File: src/hdl/hsti_pkg.sv
// ----------------------------------------------------------------------------
// hsti_pkg
// Character codes and the character class record shared by the hex string
// parser modules.
// ----------------------------------------------------------------------------
package hsti_pkg;

	localparam logic [7:0] CH_NUL   = 8'h00;
	localparam logic [7:0] CH_TAB   = 8'h09;
	localparam logic [7:0] CH_LF    = 8'h0A;
	localparam logic [7:0] CH_SPACE = 8'h20;
	localparam logic [7:0] CH_PLUS  = 8'h2B;
	localparam logic [7:0] CH_MINUS = 8'h2D;
	localparam logic [7:0] CH_0     = 8'h30;
	localparam logic [7:0] CH_9     = 8'h39;
	localparam logic [7:0] CH_UC_A  = 8'h41;
	localparam logic [7:0] CH_UC_F  = 8'h46;
	localparam logic [7:0] CH_LC_A  = 8'h61;
	localparam logic [7:0] CH_LC_F  = 8'h66;

	// low nibble of 'A'/'a' is 1, so letter value = nibble + 9
	localparam logic [3:0] LETTER_OFS = 4'd9;

	typedef struct packed {
		logic       is_zero;
		logic       is_blank;
		logic       is_sign;
		logic       is_minus;
		logic       is_hex;
		logic [3:0] digit;
	} char_class_t;

endpackage

File: src/hdl/hex_string_to_signed_int.sv
// ----------------------------------------------------------------------------
// hex_string_to_signed_int
// Parses a hex number (optional sign, leading blanks) from a byte stream and
// emits it as a signed 32-bit value on the string's last character.
// ----------------------------------------------------------------------------
//  channel  direction  handshake            payload
//  in       input      in_valid / in_stall   char_code[7:0], last_char
//  out      output     out_valid / out_stall parsed_value[31:0] (signed)
//
//  One character per cycle while in_stall is low; once its last character
//  is taken, a string's value passes the input and then the result register.
//  Only the last character needs the result register; others pass freely.
//  in_stall rises only while a finished value waits on a stalled output and
//  the next character is also a last one.
//  arst_n clears all control and parse state; payload registers are not reset.
// ----------------------------------------------------------------------------
module hex_string_to_signed_int (
	input  logic               clk,
	input  logic               arst_n,
	input  logic               in_valid,
	output logic               in_stall,
	input  logic [7:0]         char_code,
	input  logic               last_char,
	output logic               out_valid,
	input  logic               out_stall,
	output logic signed [31:0] parsed_value
);
	import hsti_pkg::*;

	logic        vld_s1;
	logic [7:0]  char_s1;
	logic        last_s1;

	logic        adv_s1;
	logic        step;
	logic [31:0] result;
	char_class_t cls;

	logic        vld_s2;
	logic [31:0] value_s2;

	// a non-final character never needs the result slot
	assign adv_s1   = !vld_s1 || !last_s1 || !vld_s2 || !out_stall;
	assign in_stall = !adv_s1;
	assign step     = vld_s1 && adv_s1;

	always_ff @(posedge clk or negedge arst_n) begin
		if (!arst_n) begin
			vld_s1 <= 1'b0;
		end else if (adv_s1) begin
			vld_s1 <= in_valid;
		end
	end

	always_ff @(posedge clk) begin
		if (adv_s1 && in_valid) begin
			char_s1 <= char_code;
			last_s1 <= last_char;
		end
	end

	hsti_char_class u_cls (
		.char_code (char_s1),
		.cls       (cls)
	);

	hsti_parser u_parser (
		.clk    (clk),
		.arst_n (arst_n),
		.step   (step),
		.cls    (cls),
		.last   (last_s1),
		.result (result)
	);

	always_ff @(posedge clk or negedge arst_n) begin
		if (!arst_n) begin
			vld_s2 <= 1'b0;
		end else if (step && last_s1) begin
			vld_s2 <= 1'b1;
		end else if (!out_stall) begin
			vld_s2 <= 1'b0;
		end
	end

	always_ff @(posedge clk) begin
		if (step && last_s1) begin
			value_s2 <= result;
		end
	end

	assign out_valid    = vld_s2;
	assign parsed_value = value_s2;

endmodule

File: src/hdl/hsti_char_class.sv
// ----------------------------------------------------------------------------
// hsti_char_class
// Decodes one ASCII byte into the classes the parser acts on.
// ----------------------------------------------------------------------------
module hsti_char_class (
	input  logic [7:0]           char_code,
	output hsti_pkg::char_class_t cls
);
	import hsti_pkg::*;

	logic is_dec;
	logic is_uc;
	logic is_lc;

	always_comb begin
		is_dec = (char_code >= CH_0) && (char_code <= CH_9);
		is_uc  = (char_code >= CH_UC_A) && (char_code <= CH_UC_F);
		is_lc  = (char_code >= CH_LC_A) && (char_code <= CH_LC_F);

		cls.is_zero  = (char_code == CH_NUL);
		cls.is_blank = (char_code == CH_SPACE) || (char_code == CH_TAB) ||
			(char_code == CH_LF);
		cls.is_sign  = (char_code == CH_PLUS) || (char_code == CH_MINUS);
		cls.is_minus = (char_code == CH_MINUS);
		cls.is_hex   = is_dec || is_uc || is_lc;
		cls.digit    = is_dec ? char_code[3:0] : (char_code[3:0] + LETTER_OFS);
	end

endmodule

File: src/hdl/hsti_parser.sv
// ----------------------------------------------------------------------------
// hsti_parser
// Parse state: started / sign / finished flags and the 32-bit accumulator.
// Updates once per stepped character and presents the signed result for the
// final character of a string.
// ----------------------------------------------------------------------------
module hsti_parser (
	input  logic                  clk,
	input  logic                  arst_n,
	input  logic                  step,
	input  hsti_pkg::char_class_t cls,
	input  logic                  last,
	output logic [31:0]           result
);
	import hsti_pkg::*;

	logic        started_q;
	logic        neg_q;
	logic        fin_q;
	logic [31:0] acc_q;

	logic        started_d;
	logic        neg_d;
	logic        fin_d;
	logic [31:0] acc_d;

	always_comb begin
		started_d = started_q;
		neg_d     = neg_q;
		fin_d     = fin_q;
		acc_d     = acc_q;
		if (!fin_q) begin
			if (cls.is_zero) begin
				fin_d = 1'b1;
			end else if (cls.is_blank) begin
				fin_d = started_q;
			end else if (cls.is_sign) begin
				if (started_q) begin
					fin_d = 1'b1;
				end else begin
					started_d = 1'b1;
					neg_d     = cls.is_minus;
				end
			end else if (cls.is_hex) begin
				started_d = 1'b1;
				acc_d     = {acc_q[27:0], cls.digit};
			end
		end
		result = neg_d ? (~acc_d + 32'd1) : acc_d;
	end

	always_ff @(posedge clk or negedge arst_n) begin
		if (!arst_n) begin
			started_q <= 1'b0;
			neg_q     <= 1'b0;
			fin_q     <= 1'b0;
			acc_q     <= '0;
		end else if (step) begin
			if (last) begin
				started_q <= 1'b0;
				neg_q     <= 1'b0;
				fin_q     <= 1'b0;
				acc_q     <= '0;
			end else begin
				started_q <= started_d;
				neg_q     <= neg_d;
				fin_q     <= fin_d;
				acc_q     <= acc_d;
			end
		end
	end

endmodule

File: config.mk
export PLATFORM = sky130hd
export DESIGN_NAME = hex_string_to_signed_int
export DESIGN_NICKNAME = d
export VERILOG_FILES = /design/src/hdl/hsti_pkg.sv /design/src/hdl/hex_string_to_signed_int.sv /design/src/hdl/hsti_char_class.sv /design/src/hdl/hsti_parser.sv
export SDC_FILE = /design/constraint.sdc
export NUM_CORES = 1
export LEC_CHECK = 0
export BUFFER_PORTS_ARGS = -buffer_cell sky130_fd_sc_hd__buf_2
export CAP_MARGIN = 15
export CORE_AREA = 2 2 92 94
export DETAILED_ROUTE_END_ITERATION = 8
export DIE_AREA = 0 0 94 96
export PLACE_DENSITY = 0.83
export SLEW_MARGIN = 20
export SYNTH_ARGS = -nofsm -noshare
export SYNTH_HDL_FRONTEND = slang
export SYNTH_SLANG_ARGS = --single-unit
File: constraint.sdc
create_clock -name clk -period 4.4 [get_ports clk]
set_input_delay 0.66 -clock clk [delete_from_list [all_inputs] [get_ports clk]]
set_output_delay 0.66 -clock clk [all_outputs]
set_load 0.03 [all_outputs]
Yosys cells after proc, flatten, opt, wreduce, memory -nomap -nowiden:

Index checks and enable logic that the tools add are counted.
Widths: inputs -> output; s select.

* register bits: 78
* latch bits: 0
* bits in writable memories: 0
* ROM bits: 0
* input bits: 13
* output and inout bits: 34
* logic and storage cells: 77
* memories: 0

* add/sub/neg operators: 2
* multipliers: 0
* div/mod/pow operators: 0
* magnitude comparators: 6
* equality and inequality tests: 9
* shift-type cells: 0
* multiplexer cells: 28
* bitwise logic cells: 1
* reduce and logical (&&, ||, !) cells: 22

Operators by type and width (number)
* $mux 32: 7
* $add 32x1->32 const B: 1
* $not 32->32: 1
* $eq 8x6->1 const B: 3
* $mux 1: 20
* $eq 8x4->1 const B: 2
* $ge 8x7->1 const B: 2
* $le 8x7->1 const B: 2
* $ge 8x6->1 const B: 1
* $le 8x6->1 const B: 1
* $logic_not 8->1: 1
* $logic_or 1x1->1: 8
* $logic_and 1x1->1: 6
* $ne 2x2->1 const B: 3
* $logic_not 1->1: 5
* $reduce_and 5->1: 1
* $add 4x4->4 const B: 1
* $mux 4: 1
* $reduce_bool 3->1: 1
* $ne 2x1->1 const B: 1

Longest topological paths before layout:

Gate-level depths: netlist of run 1.

* depth in word-level cells: 12
* gate-level depth with buffers: 16
* mapped depth without buffers: 13

Modules after synthesis:

Synthesis of run 1 repeated with hierarchy kept, for this count alone.

* cell total of the unflattened synthesis: 495
* area, all modules: 4715.8 um^2

By module, submodules not included
* hsti_parser: times used 1, cells an instance 403, area an instance 3091.7 um^2, seq. area each 875.8 um^2
* hex_string_to_signed_int: times used 1, cells an instance 53, area an instance 1336.3 um^2, seq. area each 1281.2 um^2
* hsti_char_class: times used 1, cells an instance 39, area an instance 287.8 um^2, seq. area each 0.0 um^2

Least setup slack after synthesis of run 1:

OpenSTA, ideal clock, no wires.

* path kind: register -> register
* start point: reg char_s1[0]
* end point: reg value_s2[26], in the netlist parsed_value[26] (data pin)
* arrival time: 3.289 ns
* required time: 4.140 ns
* path slack: 0.852 ns
* cell stages (with the launch flop): 16
* period minus slack after synthesis: 3.548 ns
* cell sequence: edfxtp_1 inv_1 ha_1 or4b_1 a32oi_4 nor2_1 buf_6 buf_2 a21o_1 inv_1 ha_1 nand2_1 o31ai_1 buf_2 a41oi_1 xnor2_1

* word-level cells in the longest chain between the ends: 12
* elaborated cells on any way between the ends: 35
* classes of those cells: add/sub: 2; order compare: 6; eq/ne: 5; mux: 12; bitwise: 1; reduce/logical: 9

RTL lines
* from (decl): line hex_string_to_signed_int.sv:31 `logic [7:0] char_s1;`
* from (signal assigned): line hex_string_to_signed_int.sv:57 `char_s1 <= char_code;`
* $ge 8x6->1 (tied with other cells): line hsti_char_class.sv:16 `is_dec = (char_code >= CH_0) && (char_code <= CH_9);`
* $logic_and 1x1->1, on equally long branches: line hsti_char_class.sv:16, hsti_char_class.sv:17
* $logic_or 1x1->1 (2 in a row): line hsti_char_class.sv:25 `cls.is_hex = is_dec || is_uc || is_lc;`
* $mux 32: line hsti_parser.sv:44 `end else if (cls.is_hex) begin`
* $mux 32: line hsti_parser.sv:37 `end else if (cls.is_sign) begin`
* $mux 32: line hsti_parser.sv:35 `end else if (cls.is_blank) begin`
* $mux 32: line hsti_parser.sv:33 `if (cls.is_zero) begin`
* $mux 32: line hsti_parser.sv:32 `if (!fin_q) begin`
* $not 32->32: line hsti_parser.sv:49 `result = neg_d ? (~acc_d + 32'd1) : acc_d;`
* $add 32x1->32: line hsti_parser.sv:49
* $mux 32 (*): line hsti_parser.sv:49
* via result[26]: line hex_string_to_signed_int.sv:36 `logic [31:0] result;`
* to (signal assigned): line hex_string_to_signed_int.sv:88 `value_s2 <= result;`
* to (decl): line hex_string_to_signed_int.sv:40 `logic [31:0] value_s2;`

Mark *: on every way through the listed nets, which the timed path passes. The rest lies on a longest branch.
A chain may end at the register's enable or synchronous reset.

Worst setup path in the final report of run 1:

Ends and elaborated chain as after synthesis.

==> results.py, run 1 <==
metrics = {
    "synthesis": {
        "synth_cell_types": 65,
        "ys_seq_elements": 78,
        "ys.flop_type": "edfxtp_1",
        "synth_nets": 451,
        "synth_seq_area_share": 0.465,
        "synthCells": 433,
        "syn_area_um2": 4640,
        "ys_warn_count": 0,
        "syn_area_per_cell_um2": 10.7,
        "synth_edf_count": 41,
        "async_flop_share": 0.474,
    },
    "timing": {
        "max_freq_ghz": 0.265,
        "relSlewSlack": 0.388,
        "finalClockSkew_ns": 0.00987,
        "finalCriticalPeriod_ns": 3.78,
        "worst_slew_pin_slew_ns": 0.915,
        "setup_viol": 0,
        "finalSetupTns_ns": 0,
        "finalMaxSlewViolations": 0,
        "rsz0062_at_grt": "false",
        "fin_crit_sh": 0.858,
        "finalHoldViolations": 0,
    },
    "finish": {
        "nets": 482,
        "fin_cells": 574,
        "syn2layout_area_growth_pct": 9.58,
        "drive_above_1_share": 0.188,
        "n_antenna_cell": 0,
        "final_cell_mix": "46 x buf_2, 41 x edfxtp_1, 37 x dfrtp_1, 31 x xnor2_1, 30 x mux2i_1",
        "layout_commonest_cell": "buf_2",
    },
    "power_and_ir_drop": {
        "comb_power_share": 0.169,
        "vdd_drop_max_v": 0.000203,
        "clkPwrFrac": 0.306,
        "power_density_nw_per_um2": 308,
        "p_seq_frac": 0.525,
        "p_int_mw": 1.09,
        "leakage_nw": 2.00,
        "power_switching_mw": 0.476,
        "swShare": 0.304,
        "power_mw": 1.56,
    },
    "worst_setup_path": {
        "startpoint_type": "flip-flop",
        "r2r-start": "char_s1[0]$_DFFE_PP_",
        "r2r_cells": 13,
        "endpoint": "parsed_value[26]$_DFFE_PP_",
        "worstPathArrival_ns": 3.88,
        "cp.required_ns": 4.51,
        "crit_fanout": 21,
        "r2r_end": "parsed_value[26]$_DFFE_PP_",
        "end_kind": "flip-flop",
        "cp-startpoint": "char_s1[0]$_DFFE_PP_",
        "critPathKind": "reg -> reg",
        "r2r_setup_slack_ns": 0.62,
    },
    "floorplanning": {
        "fp.dieH_um": 96,
        "rows": 33,
        "dieArea_um2": 9020,
        "coreArea_um2": 8050,
        "ios": 47,
        "die_w_um": 94,
        "start_util": 0.576,
    },
    "clock_network": {
        "clock_latency_ns": 0.35,
        "clk_pin_slew_ns": 0.09,
        "cts_buffers": 9,
        "hold_buffers": 0,
        "ctsResizeCount": 0,
        "cts_setup_buffers": 0,
        "cts_max_path_buffers": 2,
        "cts_num_sinks": 78,
        "ctsRootBufferMaster": "clkbuf_8",
        "tritoncts": "built",
        "htreeDepth": 3,
    },
    "detailed_routing": {
        "wl_per_cell_um": 18.8,
        "drt_iter0_markers": 418,
        "ant_nets": 0,
        "via_per_inst": 6.65,
        "num_vias": 3818,
        "drtPass1Iterations": 5,
        "remaining_drc_errors": 0,
        "wl_um": 10800,
    },
    "placed_design": {
        "dp.final_hpwl_um": 7370,
        "place_inst": 558,
        "io_buffers": 46,
        "place.gp.congestion": 0.928,
    },
    "job": {
        "drv_cap": 0,
    },
    "global_route": {
        "grt_max_degree": 38,
        "antenna_found_initial": 0,
        "grt_pass1_vias": 3589,
        "globalRouteOverflowTotal": 0,
        "grt_pass1_wl_um": 17600,
        "grt_usage": 0.251,
    },
    "run_status": {
        "status": "finished clean",
    },
    "worst_hold_path": {
        "hold_class": "in -> async",
    },
}
[flip-flops by register name, summed over array words and instances, names as in the netlist]
name	flops
parsed_value	32
u_parser.acc_q	32
char_s1	8
last_s1	1
out_valid	1
u_parser.fin_q	1
u_parser.neg_q	1
u_parser.started_q	1
vld_s1	1
[power by group through the flow]
| stage | sequential (mW) | combinational [mW] | clock, mW |
|---|---|---|---|
| 5_1_grt | 0.825 | 0.285 | 0.518 |
| 3_3_place_gp | 0.835 | 0.255 | 0 |
| 2_1_floorplan | 0.859 | 0.161 | 0 |
| 4_1_cts | 0.821 | 0.262 | 0.486 |
| 3_5_place_dp | 0.836 | 0.261 | 0 |
| 6_report | 0.821 | 0.265 | 0.478 |
[metrics by stage]
stage               worst slack (ns)  hold slack (ns)   util  cell area (um2)
global placement               0.838            0.493  0.610             4910
CTS                            0.650            0.452  0.631             5080
global route                   0.392            0.472  0.631             5080
finish                         0.623            0.426  0.631             5080
floorplan                      0.852            0.364      -             4640
detailed placement             0.652            0.501  0.610             4910
[cell families after synthesis]
logic type                 count (synthesis)  synth area share
xor gates and xnor gates                  33            0.0623
buffers and inverters                     43            0.0437
adders and majority gates                  5            0.0135
DFF                                       78             0.465
AOI/OAI and AO/OA                        133             0.215
muxes                                     34            0.0753
and+or+nand+nor                          107             0.125
[metal layers]
layer  GRT usage  routed length (um)
met5           0                   0
met4       0.101                 213
met3      0.0399                 748
met2       0.428                5300
met1       0.320                4540
[Yosys cell counts (2+ instances only)]
master / n / area, um2
a21o_1: 3 / 22.5
a21oi_1: 17 / 85.1
a21oi_2: 2 / 17.5
a22o_1: 28 / 245
a2bb2oi_1: 2 / 17.5
a31oi_1: 15 / 93.8
a41oi_1: 6 / 52.6
and2_1: 2 / 12.5
and3_1: 2 / 12.5
buf_1: 2 / 7.51
buf_2: 9 / 45.0
buf_4: 2 / 15.0
buf_6: 3 / 33.8
clkbuf_1: 16 / 60.1
dfrtp_1: 37 / 926
edfxtp_1: 41 / 1230
ha_1: 5 / 62.6
inv_1: 11 / 41.3
mux2_2: 3 / 33.8
mux2i_1: 30 / 300
nand2_1: 21 / 78.8
nand2b_1: 6 / 37.5
nand3_1: 10 / 50.1
nand4_1: 3 / 18.8
nor2_1: 25 / 93.8
nor2b_1: 2 / 12.5
nor3_1: 7 / 35.0
nor4_1: 9 / 56.3
o211a_1: 2 / 20.0
o21a_1: 2 / 15.0
o21ai_0: 21 / 105
o21ai_1: 2 / 10.0
o21ai_2: 2 / 17.5
o22ai_1: 2 / 12.5
o31ai_1: 9 / 67.6
o41ai_1: 4 / 35.0
or3_1: 4 / 25.0
or4_1: 8 / 60.1
xnor2_1: 31 / 272
xor2_1: 2 / 17.5
[worst min-delay path by stage]
stage                                               from                             end  slack (ns)
after floorplan                                   arst_n           out_valid$_DFFE_PN0P_        0.36
after global placement    u_parser.acc_q[31]$_DFFE_PN0P_  u_parser.acc_q[31]$_DFFE_PN0P_        0.49
after detailed placement  u_parser.acc_q[31]$_DFFE_PN0P_  u_parser.acc_q[31]$_DFFE_PN0P_        0.50
after CTS                                         arst_n           out_valid$_DFFE_PN0P_        0.45
after global routing                        char_code[4]            char_s1[4]$_DFFE_PP_        0.47
final                                             arst_n  u_parser.acc_q[25]$_DFFE_PN0P_        0.43
[final cells by class]
type	count	area (um2)
well taps	105	131
inverters	11	41.3
fillers	654	2970
flip-flops and latches	78	2160
repair buffers	52	275
clock buffers	10	128
multi-input cells	312	2300
clock inverters	6	46.3
[critical path, cell delays in order (launching register included)]
cell and delay [ns]:
edfxtp_1 0.53, inv_1 0.16, ha_1 0.27, or4b_1 0.58, a32o_1 0.39, nand2_4 0.13, buf_4 0.28, a21oi_1 0.16
ha_1 0.26, o211ai_1 0.14, o31ai_1 0.11, buf_4 0.20, a41oi_1 0.22, xnor2_1 0.10
No activity file was read; power rests on OpenSTA's default activity.
==> run 2: changes to the inputs <==
--- a/config.mk
+++ b/config.mk
@@ -7,10 +7,11 @@
 export LEC_CHECK = 0
 export BUFFER_PORTS_ARGS = -buffer_cell sky130_fd_sc_hd__buf_2
 export CAP_MARGIN = 15
-export CORE_AREA = 2 2 92 94
+export CORE_AREA = 2 2 96 98
 export DETAILED_ROUTE_END_ITERATION = 8
-export DIE_AREA = 0 0 94 96
-export PLACE_DENSITY = 0.83
+export DIE_AREA = 0 0 98 100
+export HOLD_SLACK_MARGIN = 0.15
+export PLACE_DENSITY = 0.81
 export SLEW_MARGIN = 20
 export SYNTH_ARGS = -nofsm -noshare
 export SYNTH_HDL_FRONTEND = slang
==> constraint.sdc (replaced) <==
create_clock -name clk -period 3.2 [get_ports clk]
set_input_delay 0.48 -clock clk [delete_from_list [all_inputs] [get_ports clk]]
set_output_delay 0.48 -clock clk [all_outputs]
set_load 0.03 [all_outputs]
==> results.py, run 2 (synthesized netlist as in run 1, its figures left out) <==
metrics = {
    "power_and_ir_drop": {
        "leakage_nw": 2.09,
        "power_mw": 2.27,
        "power_density_nw_per_um2": 430,
        "vdd_drop_max_v": 0.000265,
    },
    "worst_setup_path": {
        "r2r_cells": 13,
        "r2r_end": "parsed_value[30]$_DFFE_PP_",
        "cp.buffers_inverters": 2,
        "crit_chain": "inv_2 -> ha_4 -> or4b_4 -> a32o_2 -> nand2_4 -> nor2_1 -> a21oi_2 -> ha_4 -> nand2_2 -> o31ai_2 -> buf_6 -> a41oi_1 -> xnor2_1",
        "r2r_setup_slack_ns": 0.1,
        "worstPathArrival_ns": 3.21,
        "r2r-start": "char_s1[0]$_DFFE_PP_",
        "crit_top_cell": "ha_4",
        "end_kind": "flip-flop",
        "startpoint_type": "flip-flop",
        "slowest_stage": "or4b_4",
        "critPathKind": "reg -> reg",
        "cp.required_ns": 3.31,
        "worst-path-stages": 13,
        "crit_family": "compound AO/OA/AOI/OAI gates",
        "cp_slowest_stage_delay_ns": 0.50,
        "crit_fanout": 11,
        "endpoint": "parsed_value[30]$_DFFE_PP_",
        "cp-startpoint": "char_s1[0]$_DFFE_PP_",
    },
    "timing": {
        "fin_ws_ns": 0.0961,
        "relSlewSlack": 0.410,
        "finalSetupTns_ns": 0,
        "setup_viol": 0,
        "max_freq_ghz": 0.322,
        "finalHoldViolations": 0,
        "finalClockSkew_ns": 0.0105,
        "worst_slew_pin_slew_ns": 0.885,
        "finalMaxSlewViolations": 0,
        "whs_ns": 0.234,
        "fin_crit_sh": 0.970,
        "finalCriticalPeriod_ns": 3.10,
    },
    "detailed_routing": {
        "drtPass1Iterations": 5,
        "ant_nets": 0,
        "drt_iter0_markers": 343,
        "wl_per_cell_um": 19.0,
        "num_vias": 3827,
        "remaining_drc_errors": 0,
        "wl_um": 11200,
        "via_per_inst": 6.46,
    },
    "global_route": {
        "grt_pass1_vias": 3692,
        "grt_pass1_wl_um": 18400,
        "grt_max_degree": 38,
        "antenna_found_initial": 0,
        "globalRouteOverflowTotal": 0,
        "grt_usage": 0.235,
    },
    "worst_hold_path": {
        "hold_class": "in -> async",
    },
    "clock_network": {
        "cts_num_sinks": 78,
        "tritoncts": "built",
        "cts_buffers": 9,
        "htreeDepth": 3,
        "clk_pin_slew_ns": 0.08,
        "clock_latency_ns": 0.36,
        "cts_max_path_buffers": 2,
        "ctsRootBufferMaster": "clkbuf_8",
    },
    "finish": {
        "final_cell_mix": "46 x buf_2, 41 x edfxtp_1, 37 x dfrtp_1, 31 x xnor2_1, 30 x mux2i_1",
        "n_antenna_cell": 0,
        "fillerInstances": 730,
        "drive_above_1_share": 0.235,
        "nets": 495,
        "syn2layout_area_growth_pct": 13.6,
        "layout_commonest_cell": "buf_2",
        "final-seq-area_um2": 2160,
        "multi_input_area_um2": 2370,
    },
    "floorplanning": {
        "dieArea_um2": 9800,
        "die_w_um": 98,
        "fp.dieH_um": 100,
        "start_util": 0.522,
        "coreArea_um2": 8890,
        "rows": 35,
        "ios": 47,
    },
    "job": {
        "drv_cap": 0,
    },
    "placed_design": {
        "dp_worst_setup_slack_ns": 0.124,
        "dp.final_hpwl_um": 7550,
        "io_buffers": 46,
        "place.gp.congestion": 0.955,
    },
    "run_status": {
        "status": "finished clean",
    },
}
run 2: cell count changes in the layout (fill, tap and decap cells not counted), moves of 3 or more:
cell        change
buf_4          +12
ha_1            -3
ha_4            +3
inv_2           +3
inv_1           -3
clkinvlp_4      -5
run 2: layer usage:
layer	global-route usage	wire length (um)	vias to the layer above	part of all wire
li1	-	-	1745	-
met4	0.123	329	0	0.029
met3	0.0369	844	36	0.075
met5	0	0	-	0
met1	0.303	4470	1844	0.40
met2	0.387	5590	202	0.50
run 2: worst register-to-register path, delay by kind of cell, from the launching register on:
| family | cells | cell delay (ns) |
|---|---|---|
| and+or+nand+nor | 4 | 0.68 |
| DFF | 1 | 0.46 |
| buffers and inverters | 2 | 0.34 |
| adders and majority gates | 2 | 0.36 |
| AOI/OAI and AO/OA | 4 | 0.85 |
| xor gates and xnor gates | 1 | 0.16 |
run 2: layout make-up:
type,instances,area share
clock buffer,11,0.0268
sequential,78,0.409
timing repair buffer,65,0.0715
inverter,11,0.00783
multi-input combinational,312,0.449
tap,111,0.0264
clock inverter,4,0.00926
run 2: worst min-delay path by stage:
stage                                      to                           start  slack (ns)
5_1_grt                  char_s1[5]$_DFFE_PP_                    char_code[5]        0.29
3_5_place_dp   u_parser.acc_q[31]$_DFFE_PN0P_  u_parser.acc_q[31]$_DFFE_PN0P_        0.51
6_report       u_parser.acc_q[19]$_DFFE_PN0P_                          arst_n        0.23
3_3_place_gp   u_parser.acc_q[31]$_DFFE_PN0P_  u_parser.acc_q[31]$_DFFE_PN0P_        0.49
2_1_floorplan           out_valid$_DFFE_PN0P_                          arst_n        0.18
4_1_cts        u_parser.acc_q[19]$_DFFE_PN0P_                          arst_n        0.26
run 2: per-stage QoR:
| stage | area, um2 | cells | util |
|---|---|---|---|
| 6_report | 5270 | 592 | 0.593 |
| 5_1_grt | 5270 | 592 | 0.593 |
| 4_1_cts | 5250 | 591 | 0.591 |
| 3_5_place_dp | 5060 | 576 | 0.569 |
| 3_3_place_gp | 5060 | 576 | 0.569 |
| 2_1_floorplan | 4720 | 433 | - |
run 2: report_power, final:
part	switching (mW)	internal (mW)	leakage [nW]	total [mW]
logic	0.268	0.139	1.09	0.407
registers	0.0260	1.10	0.907	1.12
clock network	0.362	0.377	0.0992	0.738
run 2: what timing repair did:
action	CTS	global route
gates resized for setup	0	2
hold buffers	0	0
setup endpoints to repair	0	7
setup buffers	0	1
==> run 3: changes to the inputs <==
--- a/config.mk
+++ b/config.mk
@@ -5,14 +5,15 @@
 export SDC_FILE = /design/constraint.sdc
 export NUM_CORES = 1
 export LEC_CHECK = 0
-export BUFFER_PORTS_ARGS = -buffer_cell sky130_fd_sc_hd__buf_2
 export CAP_MARGIN = 15
-export CORE_AREA = 2 2 96 98
+export CORE_AREA = 2 2 94 96
 export DETAILED_ROUTE_END_ITERATION = 8
-export DIE_AREA = 0 0 98 100
+export DIE_AREA = 0 0 96 98
+export DONT_BUFFER_PORTS = 1
 export HOLD_SLACK_MARGIN = 0.15
-export PLACE_DENSITY = 0.81
+export PLACE_DENSITY = 0.8
 export SLEW_MARGIN = 20
 export SYNTH_ARGS = -nofsm -noshare
 export SYNTH_HDL_FRONTEND = slang
+export SYNTH_HIERARCHICAL = 1
 export SYNTH_SLANG_ARGS = --single-unit
==> results.py, run 3 <==
metrics = {
    "synthesis": {
        "syn_area_um2": 4720,
        "yosysTopAreaCell": "edfxtp_1",
        "synthCells": 495,
        "ys_warn_count": 6,
        "ys.flop_type": "edfxtp_1",
        "ys_seq_elements": 78,
        "synth_seq_area_share": 0.457,
        "syn_area_per_cell_um2": 9.53,
        "async_flop_share": 0.474,
        "synth_edf_count": 41,
        "yosys.cell_count.top_type": "a21oi_1",
        "synth_nets": 514,
        "synth_cell_types": 61,
        "synth_commonest_cells": "43 x a21oi_1, 41 x edfxtp_1, 40 x o21ai_0, 39 x inv_1, 37 x dfrtp_1",
        "synth_top_cell_area_share": 0.261,
        "synth_top_cells_by_area": "edfxtp_1 26%, dfrtp_1 20%, xnor2_1 5.6%",
    },
    "timing": {
        "setup_viol": 18,
        "finalHoldViolations": 0,
        "finalCriticalPeriod_ns": 3.49,
        "fin_crit_sh": 1.09,
        "fin_ws_ns": -0.292,
        "finalSetupTns_ns": -2.90,
        "finalClockSkew_ns": 0.0143,
        "finalMaxSlewViolations": 0,
        "rsz0062_at_grt": "true",
        "worst_slew_pin_slew_ns": 0.677,
        "whs_ns": 0.216,
        "relSlewSlack": 0.547,
        "max_freq_ghz": 0.286,
    },
    "floorplanning": {
        "start_util": 0.557,
        "ios": 47,
        "fp.dieH_um": 98,
        "coreArea_um2": 8470,
        "dieArea_um2": 9410,
        "rows": 34,
        "die_w_um": 96,
    },
    "global_route": {
        "grt_max_degree": 38,
        "globalRouteOverflowTotal": 0,
        "grt_usage": 0.277,
        "antenna_found_initial": 0,
        "grt_pass1_wl_um": 20500,
        "grt_pass1_vias": 4129,
    },
    "finish": {
        "layout_commonest_cell": "buf_4",
        "syn2layout_area_growth_pct": 23.6,
        "drive_above_1_share": 0.253,
        "final_area_um2": 5830,
        "fin_cells": 642,
        "final_cell_mix": "55 x buf_4, 41 x edfxtp_1, 38 x a21oi_1, 37 x inv_1, 37 x dfrtp_1",
        "n_antenna_cell": 0,
        "nets": 548,
    },
    "placed_design": {
        "dp.final_hpwl_um": 8090,
        "postPlaceCellArea_um2": 5220,
        "io_buffers": 0,
        "place_inst": 616,
        "place.gp.congestion": 0.959,
    },
    "worst_setup_path": {
        "startpoint_type": "flip-flop",
        "worstPathArrival_ns": 3.60,
        "r2r_cells": 14,
        "slowest_stage": "or4_4",
        "end_kind": "flip-flop",
        "crit_fanout": 6,
        "cp_slowest_stage_delay_ns": 0.58,
        "critPathKind": "reg -> reg",
        "r2r-start": "char_s1[0]$_DFFE_PP_",
        "r2r_setup_slack_ns": -0.29,
        "r2r_end": "parsed_value[26]$_DFFE_PP_",
        "crit_chain": "ha_2 -> nand2b_1 -> a21oi_2 -> or4_4 -> nor2_8 -> nor2_2 -> a21oi_4 -> ha_4 -> or3b_4 -> a211oi_4 -> o21ai_4 -> buf_12 -> o41ai_4 -> xor2_1",
        "cp.required_ns": 3.30,
    },
    "power_and_ir_drop": {
        "power_density_nw_per_um2": 596,
        "power_mw": 3.47,
        "vdd_drop_max_v": 0.000348,
        "leakage_nw": 2.11,
    },
    "clock_network": {
        "cts_buffers": 9,
        "clk_pin_slew_ns": 0.08,
        "cts_max_path_buffers": 2,
        "tritoncts": "built",
        "htreeDepth": 3,
        "ctsRootBufferMaster": "clkbuf_8",
        "cts_num_sinks": 78,
        "clock_latency_ns": 0.36,
    },
    "detailed_routing": {
        "wl_per_cell_um": 20.1,
        "ant_nets": 0,
        "drtPass1Iterations": 5,
        "via_per_inst": 6.59,
        "drt_iter0_markers": 526,
        "num_vias": 4229,
        "remaining_drc_errors": 0,
        "wl_um": 12900,
    },
    "worst_hold_path": {
        "holdPathStages": 0,
        "hold_end": "char_s1[0]$_DFFE_PP_",
        "hold_class": "in -> reg",
        "min_from": "char_code[0]",
    },
    "job": {
        "drv_cap": 0,
    },
    "run_status": {
        "status": "complete, but fails checks",
        "violations": "setup timing",
    },
}
## run 3: changes by cell type after synthesis, moves of 4 or more
| cell | before | now |
|---|---|---|
| nand2_1 | 21 | 29 |
| a41oi_1 | 6 | 0 |
| a31oi_1 | 15 | 5 |
| a22oi_1 | 0 | 21 |
| mux2i_1 | 30 | 9 |
| a211oi_1 | 1 | 6 |
| inv_1 | 11 | 39 |
| or4_1 | 8 | 4 |
| a21oi_1 | 17 | 43 |
| o21ai_0 | 21 | 40 |
| nand3_1 | 10 | 3 |
| a22o_1 | 28 | 2 |
| clkbuf_1 | 16 | 27 |
| o22ai_1 | 2 | 31 |
## run 3: worst max-delay path by stage
stage / startpoint / endpoint / slack (ns)
after global routing: char_s1[0]$_DFFE_PP_ / parsed_value[28]$_DFFE_PP_ / -0.42
after global placement: char_s1[1]$_DFFE_PP_ / parsed_value[26]$_DFFE_PP_ / -0.25
after detailed placement: char_s1[0]$_DFFE_PP_ / parsed_value[26]$_DFFE_PP_ / -0.40
final: char_s1[0]$_DFFE_PP_ / parsed_value[26]$_DFFE_PP_ / -0.29
after CTS: char_s1[4]$_DFFE_PP_ / parsed_value[20]$_DFFE_PP_ / -0.33
after floorplan: char_s1[4]$_DFFE_PP_ / parsed_value[20]$_DFFE_PP_ / -0.49
## run 3: metal layers
layer / track usage / vias up / share of wire
met2: 0.434 / 296 / 0.50
met4: 0.111 / 0 / 0.032
met5: 0 / - / 0
li1: - / 1892 / -
met3: 0.0548 / 42 / 0.083
met1: 0.376 / 1999 / 0.39
## run 3: area by class of cell
cell class	instances	area (um2)
clock buffer	11	141
multi-input combinational	339	2620
fill	590	2640
inverter	39	146
timing repair buffer	62	531
clock inverter	5	104
sequential	78	2160
tap	108	135
## run 3: repair_timing
action | 4_1_cts | 5_1_grt
cloned | 1 | 0
hold buffers | 2 | 0
pin swaps | 7 | 7
endpoints found under the hold margin | 37 | 0
endpoints found under the setup margin | 26 | 26
setup buffers | 4 | 3
resized for setup | 34 | 19
## run 3: critical path, delay by kind of cell (launching register included)
family,cells,cell delay (ns)
and+or+nand+nor,5,1.30
DFF,1,0.48
buffers and inverters,1,0.17
xor gates and xnor gates,1,0.11
AOI/OAI and AO/OA,5,0.79
adders and majority gates,2,0.39
## run 3: power breakdown
group	switching, mW	leakage, nW	internal [mW]
registers	0.164	0.904	1.15
clock network	0.370	0.124	0.541
logic	0.748	1.08	0.498
total	1.28	2.11	2.19
## run 3: kinds of logic after synthesis
kind of cell	Yosys count	synth area share
simple gates	113	0.136
buf+inv	78	0.0669
flops	78	0.457
mux	10	0.0215
compound gates	178	0.243
xor+xnor	32	0.0594
fa+ha+maj	6	0.0159
## run 3: per-stage QoR
stage / util / worst slack, ns
5_1_grt: 0.689 / -0.423
3_3_place_gp: 0.617 / -0.245
6_report: 0.689 / -0.292
3_5_place_dp: 0.617 / -0.397
4_1_cts: 0.675 / -0.332
2_1_floorplan: - / -0.487
